===== config.mk =====
export PLATFORM = sky130hd
export DESIGN_NAME = bis_div
export DESIGN_NICKNAME = d
export VERILOG_FILES = /design/src/rtl/core/bis_pkg.sv /design/src/rtl/core/bis_div.sv
export SDC_FILE = /design/constraint.sdc
export NUM_CORES = 1
export LEC_CHECK = 0
export BUFFER_PORTS_ARGS = -buffer_cell sky130_fd_sc_hd__buf_2
export CAP_MARGIN = 20
export CORE_MARGIN = 1
export CORE_UTILIZATION = 44
export DETAILED_ROUTE_END_ITERATION = 12
export GPL_ROUTABILITY_DRIVEN = 1
export GPL_TIMING_DRIVEN = 0
export PLACE_DENSITY = 0.71
export SLEW_MARGIN = 25
export SYNTH_ARGS = -nofsm -noshare
export SYNTH_HDL_FRONTEND = slang
export SYNTH_SLANG_ARGS = --single-unit

===== constraint.sdc =====
create_clock -name i_clk -period 21.9 [get_ports i_clk]
set_clock_uncertainty 0.05 [all_clocks]
set_input_delay 2.19 -clock i_clk [delete_from_list [all_inputs] [get_ports i_clk]]
set_output_delay 2.19 -clock i_clk [all_outputs]
set_load 0.05 [all_outputs]

===== src/rtl/core/bis_pkg.sv =====
// ---------------------------------------------------------------------------
// bis_pkg: shared constants and helpers of the bilinear image scaler
// Holds field widths, fixed-point formats, register indexes and the
// coordinate divider geometry.
// ---------------------------------------------------------------------------
package bis_pkg;

    // Image geometry
    localparam int MAX_SIDE   = 256;
    localparam int SIZE_W     = 9;      // size registers, 1..MAX_SIDE
    localparam int COORD_W    = 8;      // texel and pixel coordinates
    localparam int ADDR_W     = 16;     // texel store address
    localparam int STORE_DEPTH = 1 << ADDR_W;
    localparam int TEXEL_W    = 32;
    localparam int CHAN_W     = 8;
    localparam int NUM_CHAN   = TEXEL_W / CHAN_W;
    localparam int NUM_NBR    = 4;

    // Fixed point
    localparam int FRAC_BITS  = 8;
    localparam int ONE_W      = FRAC_BITS + 1;
    localparam logic [ONE_W-1:0] ONE = ONE_W'(1) << FRAC_BITS;
    localparam int WGT_W      = 2 * FRAC_BITS + 1;      // up to ONE*ONE
    localparam int ACC_W      = CHAN_W + 2 * FRAC_BITS; // sum stays below 256*ONE*ONE

    // Coordinate divider: (t * src) fits 16 bits since t < 256 and src <= 256
    localparam int PROD_W     = 16;
    localparam int DVD_W      = PROD_W + FRAC_BITS;
    localparam int QSTEP      = 4;                      // quotient bits per cycle
    localparam int DIV_STEPS  = DVD_W / QSTEP;
    localparam int DCNT_W     = $clog2(DIV_STEPS + 1);

    // Configuration register indexes
    localparam int CFG_IDX_W  = 3;
    localparam logic [CFG_IDX_W-1:0] CFG_SRC_W = 3'd0;
    localparam logic [CFG_IDX_W-1:0] CFG_SRC_H = 3'd1;
    localparam logic [CFG_IDX_W-1:0] CFG_DST_W = 3'd2;
    localparam logic [CFG_IDX_W-1:0] CFG_DST_H = 3'd3;

    // Item kinds on tuser
    localparam logic KIND_LOAD    = 1'b0;
    localparam logic KIND_REQUEST = 1'b1;

    // Map a written size onto 1..MAX_SIDE
    function automatic logic [SIZE_W-1:0] eff_size(input logic [SIZE_W-1:0] v);
        logic [SIZE_W-1:0] r;
        if (v == '0) begin
            r = SIZE_W'(1);
        end else if (v > SIZE_W'(MAX_SIDE)) begin
            r = SIZE_W'(MAX_SIDE);
        end else begin
            r = v;
        end
        return r;
    endfunction

endpackage


===== src/rtl/core/bis_div.sv =====
// ---------------------------------------------------------------------------
// bis_div: iterative unsigned divider for coordinate mapping
// Restoring division, QSTEP quotient bits per cycle, DIV_STEPS steps per
// quotient. The divisor must stay stable while the division runs.
// ---------------------------------------------------------------------------
module bis_div (
    input  logic                         i_clk,
    input  logic                         i_rst_n,
    input  logic                         i_start,
    input  logic [bis_pkg::DVD_W-1:0]    i_dividend,
    input  logic [bis_pkg::SIZE_W-1:0]   i_divisor,
    output logic                         o_done,
    output logic [bis_pkg::DVD_W-1:0]    o_quot
);

    logic                          r_busy;
    logic                          r_done;
    logic [bis_pkg::DCNT_W-1:0]    r_cnt;
    logic [bis_pkg::DVD_W-1:0]     r_dvd;
    logic [bis_pkg::DVD_W-1:0]     r_quo;
    logic [bis_pkg::SIZE_W-1:0]    r_rem;

    logic [bis_pkg::SIZE_W-1:0]    n_rem;
    logic [bis_pkg::QSTEP-1:0]     n_qbits;

    // Retire QSTEP quotient bits from the top of the dividend
    always_comb begin
        logic [bis_pkg::SIZE_W:0] trial;
        n_rem   = r_rem;
        n_qbits = '0;
        for (int i = 0; i < bis_pkg::QSTEP; i++) begin
            trial = {n_rem, r_dvd[bis_pkg::DVD_W-1-i]};
            if (trial >= {1'b0, i_divisor}) begin
                n_rem = bis_pkg::SIZE_W'(trial - {1'b0, i_divisor});
                n_qbits[bis_pkg::QSTEP-1-i] = 1'b1;
            end else begin
                n_rem = trial[bis_pkg::SIZE_W-1:0];
            end
        end
    end

    // Step counter and shift registers
    always_ff @(posedge i_clk) begin
        if (!i_rst_n) begin
            r_busy <= 1'b0;
            r_done <= 1'b0;
            r_cnt  <= '0;
        end else begin
            r_done <= 1'b0;
            if (i_start) begin
                r_busy <= 1'b1;
                r_cnt  <= bis_pkg::DCNT_W'(bis_pkg::DIV_STEPS);
            end else if (r_busy) begin
                r_cnt <= r_cnt - 1'b1;
                if (r_cnt == bis_pkg::DCNT_W'(1)) begin
                    r_busy <= 1'b0;
                    r_done <= 1'b1;
                end
            end
        end
    end

    always_ff @(posedge i_clk) begin
        if (i_start) begin
            r_dvd <= i_dividend;
            r_rem <= '0;
            r_quo <= '0;
        end else if (r_busy) begin
            r_dvd <= r_dvd << bis_pkg::QSTEP;
            r_rem <= n_rem;
            r_quo <= {r_quo[bis_pkg::DVD_W-bis_pkg::QSTEP-1:0], n_qbits};
        end
    end

    assign o_done = r_done;
    assign o_quot = r_quo;

endmodule


==> metrics.md <==
| Metric | Value |
|---|---|
| Outcome | `completed` |
| H-tree level count | `3` |
| Synth warn | `0` |
| Final GP Congestion | `0.9407` |
| Die X | `103.3 microns` |
| Vias per cell | `5.674` |
| DRT iter0 DRCs | `231` |
| Distinct cells, synth | `62` |
| Worst-Skew Late Latency | `0.34 ns` |
| Worst-path fanout max | `10` |
| WP data required | `22.05 ns` |
| Final setup viols | `0` |
| Hold crit path type | `reg2reg` |
| Clock tree sinks | `62` |
| Slew Limit Headroom | `0.3424` |
| Sequential share of the synthesized area | `0.3283` |
| Fin. max-slew vios | `0` |
| DP HPWL | `8823 microns` |
| Total GRT Usage | `0.2365` |
| Layout cells sized above 1 | `0.1950` |
| MaxCap Viol Count | `0` |
| Minimum clock period | `11.42 ns` |
| F_max | `0.08757 GHz` |
| WL/cell | `16.64 microns` |
| Cts hold-fix bufs | `0` |
| Synth Flop Type | `dfxtp_1` |
| Post-synth EDFFs | `24` |
| Number of synthesized register bits | `62` |
| CTS tree | `done` |
| Max Buffers Root-to-Sink | `2` |
| Nets | `roughly 640` |
| Fin crit share | `0.5214` |
| Overflow left after global routing | `0` |
| Initial Utilization | `0.4574` |
| Slowest CP cell | `or4_1` |
| Fillcell total | `924` |
| Post-cts resize count | `0` |
| CP endpoint kind | `flop` |
| IO Pins | `61` |
| Routed Antenna Nets | `0` |
| CP most frequent cell | `inv_1` |
| Die ar. | `10660 sq um` |
| CTS clk-pin slew, worst paths | `around 0.070 ns` |
| # DRC | `0` |
| Syn-to-layout area delta | `14.39%` |
| Largest net degree at the start of global routing | `25` |
| # diodes | `0` |
| Rows | `36` |
| Post-CTS Setup Bufs | `0` |
| First-pass GRT wire length | `around 19000 microns` |
| Die Span Y | `103.3 microns` |
| Fin Setup TNS | `0 ns` |
| Mapped cell area | `4512 sq um` |
| Tightest Pin Transition | `roughly 0.98 ns` |
| Syn Inst Count | `between 400 and 500` |
| Syn Area/Cell | `between 9 and 10 sq um` |
| Ys async rst share | `0` |
| RSZ-0062 raised after global routing | `no` |
| CP arrival | `~12 ns` |
| Vias in the first global route | `3925` |
| Initial antenna violation count | `0` |
| Buffers added on ports | `60` |
| Clock root cell | `clkbuf_8` |
| Fin. Hold Viols | `0` |
| Vias | `3955` |
| Post-synth net total | `566` |
| Setup CP Type | `in2reg` |
| Delay of the slowest critical-path stage | `0.59 ns` |
| Floorplan core area | `roughly 10000 sq um` |
| CTS buffer count | `9` |
| Total Routed Length | `about 12000 microns` |
| 1st-pass router iterations | `5` |
| Critical path launch point type | `input pin` |
## layout make-up
cell class,count,area (sq um),area share
inverter,35,131.4,0.02545
timing repair buffer,60,300.3,0.05818
multi-input combinational,375,2825,0.5474
clock inverter,4,47.55,0.009212
sequential,62,1481,0.2870
buffer,16,73.82,0.01430
clock buffer,12,135.1,0.02618
tap,133,166.4,0.03224
## worst paths after layout
kind                      from   endpoint  slack (ns)  cells after the start
setup reg to reg     r_dvd[23]   r_rem[0]       12.07                     36
setup / recovery  i_divisor[1]   r_rem[0]       10.48                     35
hold / removal       o_quot[0]  o_quot[0]        0.45                      2
hold reg to reg      o_quot[0]  o_quot[0]        0.45                      2
## logic make-up (layout without fill, tap and decap cells)
family	after synthesis	after routing	share of synthesized area
AO/OA/AOI/OAI	127	127	0.2024
XOR/XNOR	20	20	0.03882
adder cells (fa/ha/maj)	42	42	0.1231
buffers and inverters	51	127	0.04548
flip-flops	62	62	0.3283
multiplexers	49	49	0.1154
AND/OR/NAND/NOR	137	137	0.1464
## Yosys cell counts (3+ instances only)
master,instances,area [sq um]
clkbuf_1,9,33.78
o21a_1,8,60.06
nand2_1,29,108.9
nor3_1,5,25.02
nand4_1,9,56.30
dfxtp_1,38,760.7
a211oi_1,17,127.6
o211ai_1,9,67.56
nor2b_1,5,31.28
nor2_1,55,206.5
nand2b_1,5,31.28
nand3_1,6,30.03
o31ai_1,7,52.55
mux2i_1,25,250.2
and3_1,4,25.02
and2_1,5,31.28
buf_1,3,11.26
inv_1,34,127.6
a21oi_1,20,100.1
xor2_1,10,87.58
a21boi_0,6,45.04
fa_1,4,80.08
edfxtp_1,24,720.7
mux2_2,24,270.3
ha_1,38,475.5
o21ai_0,22,110.1
a21o_1,12,90.09
xnor2_1,10,87.58
## stage by stage
stage	hold WS (ns)	setup slack [ns]	area (sq um)	cells	utilization
4_1_cts	0.4579	10.71	5161	697	0.5232
3_3_place_gp	0.4237	10.48	4979	681	0.5047
2_1_floorplan	0.4245	12.08	4512	488	-
3_5_place_dp	0.4334	10.38	4979	681	0.5047
6_report	0.4506	10.48	5161	697	0.5232
5_1_grt	0.4723	9.912	5161	697	0.5232
## routing by layer
metal  up-vias  GRT usage  share of wire
met4         0    0.08992          0.026
met1      1850     0.3030           0.44
li1       1934          -              -
met5         -          0              0
met3        24    0.05309          0.065
met2       147     0.3903           0.46
## layout by cell type (no fill, tap or decap), types with 3 or more instances in the layout
cell type / netlist / routed
buf_1: 3 / 3
and2_1: 5 / 5
clkbuf_1: 9 / 12
xor2_1: 10 / 10
xnor2_1: 10 / 10
fa_1: 4 / 4
a21boi_0: 6 / 6
inv_1: 34 / 34
nor2b_1: 5 / 5
nor2_1: 55 / 55
a211oi_1: 17 / 17
o211ai_1: 9 / 9
nand4_1: 9 / 9
nand2b_1: 5 / 5
o31ai_1: 7 / 7
mux2i_1: 25 / 25
nand3_1: 6 / 6
o21a_1: 8 / 8
clkbuf_8: 0 / 9
mux2_2: 24 / 24
o21ai_0: 22 / 22
buf_2: 2 / 62
ha_1: 38 / 38
a21o_1: 12 / 12
dfxtp_1: 38 / 38
nand2_1: 29 / 29
and3_1: 4 / 4
nor3_1: 5 / 5
a21oi_1: 20 / 20
edfxtp_1: 24 / 24
## registers in the layout, summed over array words and instances (netlist names)
| name | count |
|---|---|
| o_quot | 24 |
| r_dvd | 24 |
| r_rem | 9 |
| r_cnt | 3 |
| o_done | 1 |
| r_busy | 1 |
## worst max-delay path: cells and delay by family
kind / cells / cell delay [ns]
AOI/OAI and AO/OA: 17 / 4.51
adders and majority gates: 4 / 1.44
muxes: 1 / 0.47
buffers and inverters: 7 / 1.26
and+or+nand+nor: 6 / 1.66
Power is left out: the tool's default activity adds up to more than one toggle a clock period on the data nets, which glitch-free logic cannot reach.
